[src/hdl/lp2c_pkg.sv]
package lp2c_pkg;

   localparam int CORDIC_ITERS = 30;
   localparam int ITERS_PER_STAGE = 2;
   localparam int CORDIC_STAGES = CORDIC_ITERS / ITERS_PER_STAGE;

   // CORDIC datapath width: Q30 values plus sign and one guard bit.
   localparam int CW = 33;

   localparam logic signed [CW-1:0] CORDIC_GAIN = 33'sd652032874;
   localparam logic signed [16:0] COORD_LIMIT = 17'sd65535;
   localparam logic signed [16:0] NO_RETURN = -17'sd1;

   // Register indexes on the configuration port.
   localparam logic REG_START_ANGLE = 1'b0;
   localparam logic REG_ANGLE_STEP = 1'b1;

   // Quadrant codes from the top two angle bits.
   localparam logic [1:0] QUAD_0 = 2'd0;
   localparam logic [1:0] QUAD_1 = 2'd1;
   localparam logic [1:0] QUAD_2 = 2'd2;

   localparam logic [29:0] ATAN_BAU [0:CORDIC_ITERS-1] = '{
      30'd536870912, 30'd316933406, 30'd167458907, 30'd85004756, 30'd42667331,
      30'd21354465, 30'd10679838, 30'd5340245, 30'd2670163, 30'd1335087,
      30'd667544, 30'd333772, 30'd166886, 30'd83443, 30'd41722,
      30'd20861, 30'd10430, 30'd5215, 30'd2608, 30'd1304,
      30'd652, 30'd326, 30'd163, 30'd81, 30'd41,
      30'd20, 30'd10, 30'd5, 30'd3, 30'd1
   };

   typedef struct packed {
      logic               null_pt;
      logic signed [16:0] range_mm;
   } side_type;

endpackage

[src/hdl/lp2c_scale.sv]
module lp2c_scale (
   input  logic                            clock,
   input  logic                            reset,
   input  logic                            in_valid,
   output logic                            in_ready,
   input  logic signed [lp2c_pkg::CW-1:0]  cos_q30,
   input  logic signed [lp2c_pkg::CW-1:0]  sin_q30,
   input  logic [1:0]                      quad,
   input  lp2c_pkg::side_type              in_side,
   output logic                            out_valid,
   input  logic                            out_ready,
   output logic                            point_valid,
   output logic signed [16:0]              point_x,
   output logic signed [16:0]              point_y
);

   localparam int CW = lp2c_pkg::CW;
   localparam int PW = CW + 17;

   logic [2:0]            valid_ff;
   logic [2:0]            rdy;

   // Stage A: quadrant fold.
   logic signed [CW-1:0]  c_ff, c_in, s_ff, s_in;
   lp2c_pkg::side_type    side_a_ff;
   // Stage B: products.
   logic signed [PW-1:0]  px_ff, px_in, py_ff, py_in;
   logic                  null_b_ff;
   // Stage C: rounded, saturated output.
   logic                  pv_ff;
   logic signed [16:0]    x_ff, x_in, y_ff, y_in;

   assign rdy[2] = !valid_ff[2] || out_ready;
   assign rdy[1] = !valid_ff[1] || rdy[2];
   assign rdy[0] = !valid_ff[0] || rdy[1];
   assign in_ready = rdy[0];

   always_comb begin
      case (quad)
         lp2c_pkg::QUAD_0: begin
            c_in = cos_q30;
            s_in = sin_q30;
         end
         lp2c_pkg::QUAD_1: begin
            c_in = -sin_q30;
            s_in = cos_q30;
         end
         lp2c_pkg::QUAD_2: begin
            c_in = -cos_q30;
            s_in = -sin_q30;
         end
         default: begin
            c_in = sin_q30;
            s_in = -cos_q30;
         end
      endcase
   end

   assign px_in = PW'(side_a_ff.range_mm) * PW'(c_ff);
   assign py_in = PW'(side_a_ff.range_mm) * PW'(s_ff);

   function automatic logic signed [16:0] round_sat(input logic signed [PW-1:0] p);
      logic signed [PW-1:0] sum;
      logic signed [PW-31:0] r;
      sum = p + (PW'(1) <<< 29);
      r = sum[PW-1:30];
      if (r > (PW-30)'(lp2c_pkg::COORD_LIMIT)) begin
         round_sat = lp2c_pkg::COORD_LIMIT;
      end else if (r < -(PW-30)'(lp2c_pkg::COORD_LIMIT)) begin
         round_sat = -lp2c_pkg::COORD_LIMIT;
      end else begin
         round_sat = r[16:0];
      end
   endfunction

   always_comb begin
      if (null_b_ff) begin
         x_in = '0;
         y_in = '0;
      end else begin
         x_in = round_sat(px_ff);
         y_in = round_sat(py_ff);
      end
   end

   always_ff @(posedge clock) begin
      if (reset) begin
         valid_ff <= '0;
      end else begin
         if (rdy[0]) valid_ff[0] <= in_valid;
         if (rdy[1]) valid_ff[1] <= valid_ff[0];
         if (rdy[2]) valid_ff[2] <= valid_ff[1];
      end
      if (rdy[0]) begin
         c_ff <= c_in;
         s_ff <= s_in;
         side_a_ff <= in_side;
      end
      if (rdy[1]) begin
         px_ff <= px_in;
         py_ff <= py_in;
         null_b_ff <= side_a_ff.null_pt;
      end
      if (rdy[2]) begin
         pv_ff <= !null_b_ff;
         x_ff <= x_in;
         y_ff <= y_in;
      end
   end

   assign out_valid = valid_ff[2];
   assign point_valid = pv_ff;
   assign point_x = x_ff;
   assign point_y = y_ff;

endmodule

[config.mk]
export PLATFORM = sky130hd
export DESIGN_NAME = lp2c_scale
export DESIGN_NICKNAME = d
export VERILOG_FILES = /design/src/hdl/lp2c_pkg.sv /design/src/hdl/lp2c_scale.sv
export SDC_FILE = /design/constraint.sdc
export NUM_CORES = 2
export LEC_CHECK = 0
export BUFFER_PORTS_ARGS = -buffer_cell sky130_fd_sc_hd__buf_2
export CORE_MARGIN = 2
export CORE_UTILIZATION = 60
export DETAILED_ROUTE_END_ITERATION = 16
export PLACE_DENSITY = 0.77
export SLEW_MARGIN = 10
export SYNTH_ARGS = -nofsm -noshare
export SYNTH_HDL_FRONTEND = slang
export SYNTH_SLANG_ARGS = --single-unit
[constraint.sdc]
create_clock -name clock -period 20.5 [get_ports clock]
set_clock_uncertainty 0.15 [all_clocks]
set_input_delay 3.075 -clock clock [delete_from_list [all_inputs] [get_ports clock]]
set_output_delay 3.075 -clock clock [all_outputs]
set_load 0.05 [all_outputs]
==> results.cfg <==
[route]
ant_nets = 0
drt-total-wl_mm = 114
wl_per_cell_um = 19.5
dr.pass1.iters = 6
drc_errors = 0
drt_iter0_markers = 2581
vias = 33200
vias_per_cell = 5.68

[final_layout]
multi_input_area_mm2 = 0.0365
layout.cells.most_common = fa_1
fillers = 6201
drive_above_1_share_pct = 5.76
final_cell_mix = fa_1, inv_1, nand2_1, and2_1, ha_1
fin_util_pct = 63.3
post-route-cell-area_mm2 = 0.0482
area_delta_synth_final_pct = 3.90
area.sequential_mm2 = 0.00492
nets = 6185

[timing]
rsz0062_at_grt = no
min_period_ns = 8.17
final_max_slew_viol_count = 0
setup_tns_ns = 0
relSlewSlack_pct = 38.1
fmax_mhz = 122
finalCritPeriodShare_pct = 39.8
hold_viol_final = 0
fin_ws_ns = 12.33
setup_viol = 0
tightest_slew_ns = 0.905

[worst_setup_path]
critPathMaxFanout = 53
critPathArrivalTime_ns = 8.26
end_kind = flip-flop
cp-start-kind = flip-flop
crit_required_ns = 20.60
critPathKind = reg -> reg

[die]
num_rows = 101
die_y_um = 282
core_mm2 = 0.0762
initial_core_util_pct = 60.9
io_pins = 127
die_w_um = 282
dieArea_mm2 = 0.0796

[logic_synthesis]
synth_fp_nets = 6263
syn_area_mm2 = 0.0464
synth-main-ff-cell = edfxtp_1
synth_cells = 4873
synth_edf_count = 162
yosysSeqAreaShare_pct = 10.6
ys_async_sr_fraction_pct = 0
synth.distinct_cells = 83
syn_avg_cell_area_um2 = 9.52
yosysWarnings = 0
synth_seq_cells = 165
synthTopCellsByArea = fa_1, edfxtp_1, inv_1
post-synth-top-area-cell = fa_1
synth_top_area_share_pct = 46.2

[clock_network]
post_cts_resized = 0
clk_pin_slew_ns = 0.08
cts_root_buf = clkbuf_16
cts.sinks = 165
cts_hold_buf = 0
cts_tree = yes
cts_buffer_depth = 2
insertion_delay_ns = 0.51
post_cts_buffers = 0
numCtsBuffers = 17
htree_levels = 4

[placed_design]
pre_cts_ws_ns = 12.34
hpwl_mm = 87.6
gp_routability_congestion = 0.914
placed_area_mm2 = 0.0476
port_buffers = 126

[hold_path]
hold_class = reg -> reg

[global_route]
grt_pass1_wl_mm = 190
antenna_found_initial = 9
first_global_vias = 35800
grt_max_degree = 77
grt.total_usage_pct = 30.7
gr-total-overflow = 0

[outcome]
status = complete, no violations

[job]
cap_violations = 0
-- critical path, cell delays in order, from the launching register on --
cell      delay, ns
edfxtp_1       0.67
buf_4          0.63
nand2_1        0.18
fa_1           0.56
inv_1          0.06
fa_1           0.55
fa_1           0.44
fa_1           0.46
fa_1           0.50
inv_1          0.05
fa_1           0.48
inv_1          0.04
ha_1           0.31
a21o_1         0.20
o21ai_0        0.28
o211ai_1       0.18
o31ai_1        0.69
nand3b_1       0.23
a21o_1         0.26
a311oi_1       0.59
o21bai_1       0.17
xor2_1         0.17
-- synthesized netlist by cell type (all sizes together) (24+ instances only) --
library cell,count
ha,230
a21o,42
mux4,42
nand4,30
inv,1058
xor2,28
nand2b,24
nand3,35
clkbuf,250
xnor2,84
nor2,151
or3,24
and2,496
a21oi,106
nor3,48
o21ai,83
edfxtp,162
nand2,652
fa,1070
-- logic make-up after synthesis --
group                    count (synthesis)  synth area share, %
AO/OA/AOI/OAI                          372                 5.13
XOR/XNOR                               112                 2.11
adder cells (fa/ha/maj)               1300                 52.4
buffers and inverters                 1318                 10.7
flip-flops                             165                 10.6
multiplexers                            63                 2.52
AND/OR/NAND/NOR                       1543                 16.6
-- stage by stage --
step	hold WS [ns]	cells
after CTS	0.276	5838
after detailed placement	0.257	5806
final	0.274	5846
after global routing	0.292	5846
after global placement	0.251	5806
after floorplan	0.250	4873
-- layout make-up --
cell class | instances | area share [%]
antenna | 8 | 0.0415
clock buffer | 17 | 0.882
clock inverter | 15 | 0.283
inverter | 1059 | 8.25
multi-input combinational | 3390 | 75.8
sequential | 165 | 10.2
tap | 1030 | 2.67
timing repair buffer | 162 | 1.88
-- state kept, by name (all words and copies together), names as in the netlist --
signal / flops
s_ff: 33
px_ff: 21
point_x: 17
side_a_ff: 18
point_y: 17
point_valid: 1
c_ff: 33
py_ff: 21
null_b_ff: 1
valid_ff: 3
-- layer usage --
| layer | vias up | part of all wire (%) | track usage, % |
|---|---|---|---|
| met2 | 1491 | 49 | 50.9 |
| met3 | 230 | 8.9 | 5.75 |
| met1 | 17000 | 39 | 41.0 |
| met5 | - | 0 | 0 |
| met4 | 0 | 3.3 | 10.8 |
| li1 | 14600 | - | - |
-- path summary, 6_finish.rpt --
kind | startpoint | to | slack [ns] | depth (start not counted)
max reg2reg | side_a_ff[12]$_DFFE_PP_ | py_ff[42]$_DFFE_PP_ | 12.33 | 21
min | side_a_ff[17]$_DFFE_PP_ | null_b_ff$_DFFE_PP_ | 0.27 | 0
max | side_a_ff[12]$_DFFE_PP_ | py_ff[42]$_DFFE_PP_ | 12.33 | 21
min reg2reg | side_a_ff[17]$_DFFE_PP_ | null_b_ff$_DFFE_PP_ | 0.27 | 0
Power is not shown: default switching activity piles up to over one toggle a cycle in this logic, so the estimate is an artifact.
