$ cat config.mk
export PLATFORM = sky130hd
export DESIGN_NAME = lp2c_angle
export DESIGN_NICKNAME = d
export VERILOG_FILES = /design/src/hdl/lp2c_pkg.sv /design/src/hdl/lp2c_angle.sv
export SDC_FILE = /design/constraint.sdc
export NUM_CORES = 1
export LEC_CHECK = 0
export ABC_AREA = 0
export BUFFER_PORTS_ARGS = -buffer_cell sky130_fd_sc_hd__buf_2
export CAP_MARGIN = 20
export CORE_MARGIN = 5
export CORE_UTILIZATION = 25
export DETAILED_ROUTE_END_ITERATION = 12
export GPL_TIMING_DRIVEN = 1
export PLACE_DENSITY = 0.47
export SLEW_MARGIN = 20
export SYNTH_ARGS = -nofsm -noshare
export SYNTH_HDL_FRONTEND = slang
export SYNTH_SLANG_ARGS = --single-unit
$ cat constraint.sdc
create_clock -name clock -period 5.2 [get_ports clock]
set_clock_uncertainty 0.2 [all_clocks]
set_input_delay 0.26 -clock clock [delete_from_list [all_inputs] [get_ports clock]]
set_output_delay 0.26 -clock clock [all_outputs]
set_load 0.05 [all_outputs]
$ cat src/hdl/lp2c_pkg.sv
package lp2c_pkg;

   localparam int CORDIC_ITERS = 30;
   localparam int ITERS_PER_STAGE = 2;
   localparam int CORDIC_STAGES = CORDIC_ITERS / ITERS_PER_STAGE;

   // CORDIC datapath width: Q30 values plus sign and one guard bit.
   localparam int CW = 33;

   localparam logic signed [CW-1:0] CORDIC_GAIN = 33'sd652032874;
   localparam logic signed [16:0] COORD_LIMIT = 17'sd65535;
   localparam logic signed [16:0] NO_RETURN = -17'sd1;

   // Register indexes on the configuration port.
   localparam logic REG_START_ANGLE = 1'b0;
   localparam logic REG_ANGLE_STEP = 1'b1;

   // Quadrant codes from the top two angle bits.
   localparam logic [1:0] QUAD_0 = 2'd0;
   localparam logic [1:0] QUAD_1 = 2'd1;
   localparam logic [1:0] QUAD_2 = 2'd2;

   localparam logic [29:0] ATAN_BAU [0:CORDIC_ITERS-1] = '{
      30'd536870912, 30'd316933406, 30'd167458907, 30'd85004756, 30'd42667331,
      30'd21354465, 30'd10679838, 30'd5340245, 30'd2670163, 30'd1335087,
      30'd667544, 30'd333772, 30'd166886, 30'd83443, 30'd41722,
      30'd20861, 30'd10430, 30'd5215, 30'd2608, 30'd1304,
      30'd652, 30'd326, 30'd163, 30'd81, 30'd41,
      30'd20, 30'd10, 30'd5, 30'd3, 30'd1
   };

   typedef struct packed {
      logic               null_pt;
      logic signed [16:0] range_mm;
   } side_type;

endpackage

$ cat src/hdl/lp2c_angle.sv
module lp2c_angle #(
   parameter int MAX_BEAMS = 1024
) (
   input  logic                clock,
   input  logic                reset,
   input  logic                in_valid,
   output logic                in_ready,
   input  logic [9:0]          beam_index,
   input  logic signed [16:0]  range_mm,
   input  logic [31:0]         start_angle,
   input  logic [31:0]         angle_step,
   output logic                out_valid,
   input  logic                out_ready,
   output logic [31:0]         angle,
   output lp2c_pkg::side_type  side
);

   logic               valid_ff;
   logic [31:0]        angle_ff, angle_in;
   lp2c_pkg::side_type side_ff, side_in;
   logic [41:0]        prod;

   assign in_ready = !valid_ff || out_ready;

   always_comb begin
      prod = 42'(beam_index) * 42'(angle_step);
      angle_in = start_angle + prod[31:0];
      side_in.range_mm = range_mm;
      side_in.null_pt = (range_mm == lp2c_pkg::NO_RETURN) ||
                        ({22'd0, beam_index} >= 32'(MAX_BEAMS));
   end

   always_ff @(posedge clock) begin
      if (reset) begin
         valid_ff <= 1'b0;
      end else if (in_ready) begin
         valid_ff <= in_valid;
      end
      if (in_ready) begin
         angle_ff <= angle_in;
         side_ff <= side_in;
      end
   end

   assign out_valid = valid_ff;
   assign angle = angle_ff;
   assign side = side_ff;

endmodule

==> results.md, run 1 <==
* Status: completed
* Clock Pin Slew Worst Setup and Hold Paths at 90 ps
* Post-synth cell types at 53
* Hold Fails Final Rpt at 0
* Multi-input gate area at 8030 um2
* Post-synthesis sequential area ratio at 0.146
* Setup crit end: angle[28]
* Largest net degree at the start of global routing at 26
* Slew Viols, Final at 0
* Clock Tree Buf Depth at 2
* Initial Util at 0.254
* WHS Path Cells at 2
* Initial antenna violation count at 1
* Fin nets at ~1800
* Clock latency on the worst-skew pair at roughly 320 ps
* Reg2reg end: out_valid
* Core area at approximately 41000 um2
* Tmin final at 5130 ps
* Asr flop ratio synth at 0
* Cell taking the most area after synthesis: fa_1
* R2R depth at 4
* Vias in the first global route at 9242
* Layout Area Growth over Synthesis at 31.4%
* Mapped Avg Cell Area at 9.43 um2
* I/O pin cnt at 147
* Root Driver: clkbuf_16
* Top cells by area, synth: fa_1 44%, edfxtp_1 14%, inv_1 9.0%
* RSZ-0062 raised after global routing: true
* Worst Hold Class: in2reg
* Flop-to-flop setup slack at 3100 ps
* Cell Rows at 74
* Relative slew slack at 0.619
* Maximum fanout along the worst path at 6
* Antenna Diode Count at 0
* Critical Path Source: beam_index[1]
* Layout cell share with drive strength beyond 1 at 0.261
* Final worst path period share at 0.987
* Seq cells post-synth at 51
* Worst Path Arrival at 5020 ps
* Worst EP required at 5090 ps
* Dpl ws at -655 ps
* TritonCTS Buffers at 5
* Final ANT Viol Nets at 0
* First-pass DRT Iterations at 5
* Net Count, Synth at 1477
* Yosys top cell area share at 0.438
* YS warnings at 0
* Fillers at 4264
* Reg-to-reg startpoint: out_valid
* Most used flip-flop cell after synthesis: edfxtp_1
* CP Cell Sequence: buf_8, buf_12, buf_12, nand2_1, fa_1, inv_1, fa_1, fa_1, fa_1, fa_1, ha_1, nand3_4, nor4_4, o2111ai_2, a311oi_2, buf_4, o21ai_4, nor2b_4, xnor2_2
* Critical path class: in2reg
* Max Clk Rate at 195 MHz
* CP startpoint kind: primary input
* Slowest-stage cell, CP: fa_1
* Die Ht at 214 um
* WL per Instance at ~16 um
* Vias post-DR at slightly above 8000
* CP peak stage delay at 570 ps
* Top delay family on crit path: adder cells
* FF/Latch Area at 1520 um2
* Global-route wire length before repair at just over 50 mm
* Synth Cell Area at 10400 um2
* TritonCTS clock tree: yes
* Critical Path Stages at 19
* Total congestion overflow at 0
* Slew @ Worst Pin at 572 ps
* Final setup vio count at 0
* Number of synthesized flops with an enable pin at 50
* Placer Congestion at 0.835
* Max Cap Viol at 0
* Count leader, synth: inv_1
* Synth Instances at ~1100
* Vias per cell at between 4 and 5
* Crit-path most repeated cell: fa_1
* Tot GR Track Use at 0.141
* Starting DRC count in detailed routing at 308
* Final design utilization at 0.334
* Die Width at 214 um
* Port Buf Inserts at 146
* Routed WL at 31.6 mm
* Critical Path End Type: flop
* Die Area at roughly 46000 um2
* Setup TNS at 0 ps
* DR DRC count at 0
* Bufs and invs on worst path at 5
* Final Worst Setup Slack at 68.0 ps
* H-tree levels at 2
* Clock sink total at 51
* Commonest cells in the netlist: 249 x inv_1, 228 x fa_1, 191 x nand2_1
* Final HPWL DP at between 20 and 30 mm
stage by stage:
step	area, um2	hold WS (ps)	cells
final	13700	48.3	1917
after global routing	13700	37.3	1917
after CTS	13400	22.0	1905
after detailed placement	12700	224	1870
after global placement	12700	222	1870
after floorplan	10500	129	1104
cell type report:
cell class,instances,share of cell area
well taps,532,0.0486
inverters,249,0.0683
clock buffers,5,0.00914
multi-input cells,753,0.587
repair buffers,324,0.174
flip-flops and latches,51,0.111
clock inverters,3,0.00192
layer usage:
| metal | wire [um] | vias to the layer above | global-route usage |
|---|---|---|---|
| li1 | - | 3840 | - |
| met2 | 15300 | 168 | 0.242 |
| met4 | 577 | 2 | 0.0320 |
| met3 | 1190 | 24 | 0.0234 |
| met5 | 13 | - | 0 |
| met1 | 14600 | 4075 | 0.187 |
what timing repair did:
action                     CTS  global route
hold buffers                19             0
buffers inserted             7            10
pin swaps                   20            35
gates resized for setup     48            49
setup endpoints to repair    9            17
hold endpoints to repair    18             0
cloned                       1             2
how the worst min path moves through the flow:
stage / start / end / slack, ps
6_report: start_angle[0] / angle[0] / 50
2_1_floorplan: reset / out_valid / 130
5_1_grt: start_angle[0] / angle[0] / 40
3_5_place_dp: reset / out_valid / 220
3_3_place_gp: reset / out_valid / 220
4_1_cts: start_angle[0] / angle[0] / 20
placed cells by master (no fill, tap or decap), types with 3 or more instances in the layout:
| cell type | Yosys | routed |
|---|---|---|
| xnor2_1 | 26 | 25 |
| ha_4 | 0 | 6 |
| nand2_2 | 0 | 3 |
| and2_1 | 101 | 98 |
| o21ai_1 | 5 | 8 |
| o211ai_1 | 3 | 3 |
| dlygate4sd3_1 | 0 | 19 |
| nand4_1 | 4 | 4 |
| nand3_1 | 12 | 11 |
| edfxtp_1 | 50 | 50 |
| buf_4 | 0 | 149 |
| a21oi_1 | 20 | 18 |
| o21a_1 | 4 | 4 |
| fa_2 | 0 | 9 |
| clkbuf_16 | 0 | 7 |
| a21o_1 | 4 | 4 |
| and2_4 | 0 | 3 |
| nor3_1 | 8 | 8 |
| inv_2 | 0 | 3 |
| inv_1 | 249 | 246 |
| fa_1 | 228 | 219 |
| buf_2 | 1 | 127 |
| o21ai_0 | 15 | 9 |
| xor2_1 | 14 | 14 |
| a21oi_2 | 2 | 3 |
| buf_12 | 0 | 8 |
| nor2_1 | 18 | 17 |
| ha_1 | 50 | 44 |
| buf_6 | 0 | 14 |
| nand2_1 | 191 | 188 |
| nor2b_1 | 5 | 4 |
flip-flops by register name, summed over array words and instances, names as in the netlist:
signal / cells
angle: 32
side: 18
out_valid: 1
logic make-up (layout without fill, tap and decap cells):
logic type,count (synthesis),after routing,synth area share
simple gates,356,356,0.163
compound gates,78,78,0.0496
buf+inv,300,581,0.108
mux,1,1,0.000961
flops,51,51,0.146
xor+xnor,40,40,0.0336
fa+ha+maj,278,278,0.498
worst register-to-register path, stage by stage (launching register included):
cell           delay [ps]
dfxtp_1               320
nand2b_2              410
buf_4                 400
a21oi_1               110
dlygate4sd3_1         550
Power of run 1 is not shown: default switching activity piles up to over one toggle a cycle in this logic, so the estimate is an artifact.
==> run 2: changes to the inputs <==
CORE_ASPECT_RATIO = 0.75   (was unset)
==> run 2 against run 1 <==
Design area shrank 2.0%; worst hold slack worse by 4.5 ps; register-to-register slack worse by 200 ps.
==> results.md, run 2 (synthesis gave the netlist of run 1 again) <==
* Slew @ Worst Pin at 741 ps (+170 ps)
* CP startpoint kind: primary input
* CP peak stage delay at 550 ps (-20 ps)
* Critical Path End Type: flop
* First-pass DRT Iterations at 4 (-1)
* Layout Area Growth over Synthesis at 28.8%
* Final ANT Viol Nets at 0 (unchanged)
* Commonest non-fill, non-tap cells in the layout: 244 x inv_1, 221 x fa_1, 184 x nand2_1
* DR DRC count at 0 (unchanged)
* Root Driver: clkbuf_16
* CP Cell Sequence: buf_4, buf_12, nand2_1, fa_1, inv_2, fa_1, fa_1, fa_1, inv_1, fa_1, inv_2, ha_4, nand4_1, nor4_2, o2111ai_2, a311oi_2, buf_4, o21ai_1, nand2b_1, xor2_1
* Hold Fails Final Rpt at 0 (unchanged)
* Die Ht at 187 um (-13%)
* WHS Path Cells at 2 (unchanged)
* Routed WL at 32.3 mm (+2.0%)
* Placed Cells at 1880 (+0.53%)
* Initial antenna violation count at 5 (+4)
* Tmin final at 5110 ps (-23.0 ps)
* Clock Pin Slew Worst Setup and Hold Paths at 80 ps (about the same)
* Total congestion overflow at 0 (unchanged)
* Final HPWL DP at 28.1 mm (+5.4%)
* Most common cell after layout, fill and taps aside: inv_1
* Starting DRC count in detailed routing at 391 (+27%)
* I/O pin cnt at 147 (unchanged)
* Maximum fanout along the worst path at 10 (+4)
* Slowest-stage cell, CP: fa_1
* Slew Viols, Final at 0 (unchanged)
* R2R depth at 4 (unchanged)
* Clock Tree Buf Depth at 2 (unchanged)
* Worst EP required at 5160 ps (+70 ps)
* Initial Util at 0.254 (about the same)
* Vias per cell at 4.17 (-1.5%)
* Worst Hold Class: in2reg
* Clock sink total at 51 (unchanged)
* Largest net degree at the start of global routing at 29 (+12%)
* Relative slew slack at 0.506 (-0.113)
* RSZ-0062 raised after global routing: true
* Max Clk Rate at 196 MHz (+0.45%)
* Worst Path Arrival at 5070 ps (+50 ps)
* Vias in the first global route at 8672 (-6.2%)
* Clock latency on the worst-skew pair at 310 ps (about the same)
* Max FFs per register at 32 (unchanged)
* Status: completed
* Placer Congestion at 0.865 (+3.6%)
* Port Buf Inserts at 146 (unchanged)
* TritonCTS Buffers at 5 (unchanged)
* Post-route cell area at 13400 um2 (-2.0%)
* Cell Rows at 64 (-14%)
* Final worst path period share at 0.982 (-0.00443)
* H-tree levels at 2 (unchanged)
* Placed Instance Area at 12600 um2 (-0.83%)
* Tot GR Track Use at 0.142 (+0.00148)
* Die Area at 45900 um2 (about the same)
* Fin nets at 1729 (-1.6%)
* Max Cap Viol at 0 (unchanged)
* Critical path class: in2reg
* Final setup vio count at 0 (unchanged)
* Vias post-DR at 7995 (-1.4%)
* Layout cell share with drive strength beyond 1 at 0.253 (-0.00861)
* Crit-path most repeated cell: fa_1
* Core area at 41000 um2 (about the same)
* TritonCTS clock tree: yes
* Global-route wire length before repair at 51.3 mm (+0.43%)
* Die Width at 246 um (+15%)
* WL per Instance at 16.8 um (+1.9%)
* Fin cells at 1919 (+0.10%)
[run 2: area by class of cell]
class,instances,area (um2)
Inverter,249,935
Sequential cell,51,1520
Timing Repair Buffer,296,2060
Tap cell,561,702
Clock buffer,5,125
Multi-Input combinational cell,753,8040
Antenna cell,1,2.50
Clock inverter,3,27.5
Fill cell,4379,27600
[run 2: per-stage QoR]
stage	util	setup TNS [ps]	hold WS, ps	setup WS (ps)
finish	0.327	0	43.8	91.1
global placement	0.308	-3180	213	-492
global route	0.327	-367	43.3	-126
CTS	0.318	0	36.4	0.615
detailed placement	0.308	-4290	216	-577
floorplan	-	-16.2	129	-16.2
[run 2: metal layers]
metal  global-route usage  up-vias  routed length, um
met2                0.206      161              13400
met5                    0        -                 13
met4               0.0221        2                320
met1                0.229     4028              17100
li1                     -     3787                  -
met3               0.0183       17               1390
[run 2: timing repair]
action / 4_1_cts / 5_1_grt
setup endpoints to repair: 4 / 12
hold buffers: 19 / 0
endpoints found under the hold margin: 18 / 0
pin swaps: 6 / 24
resized for setup: 8 / 70
buffers inserted: 1 / 8
gates cloned: 0 / 2
[run 2: final timing paths]
check	start	to	slack (ps)
worst max-delay path	beam_index[2]	angle[26]	90
worst min-delay path	start_angle[0]	angle[0]	40
worst max register to register	out_valid	out_valid	2900
worst min register to register	out_valid	angle[9]	890
[run 2: critical path, delay by kind of cell]
kind,cells,cell delay (ps)
adder cells (fa/ha/maj),6,2840
AO/OA/AOI/OAI,3,640
XOR/XNOR,1,170
AND/OR/NAND/NOR,4,600
buffers and inverters,6,550
Power of run 2 is left out for the same reason.
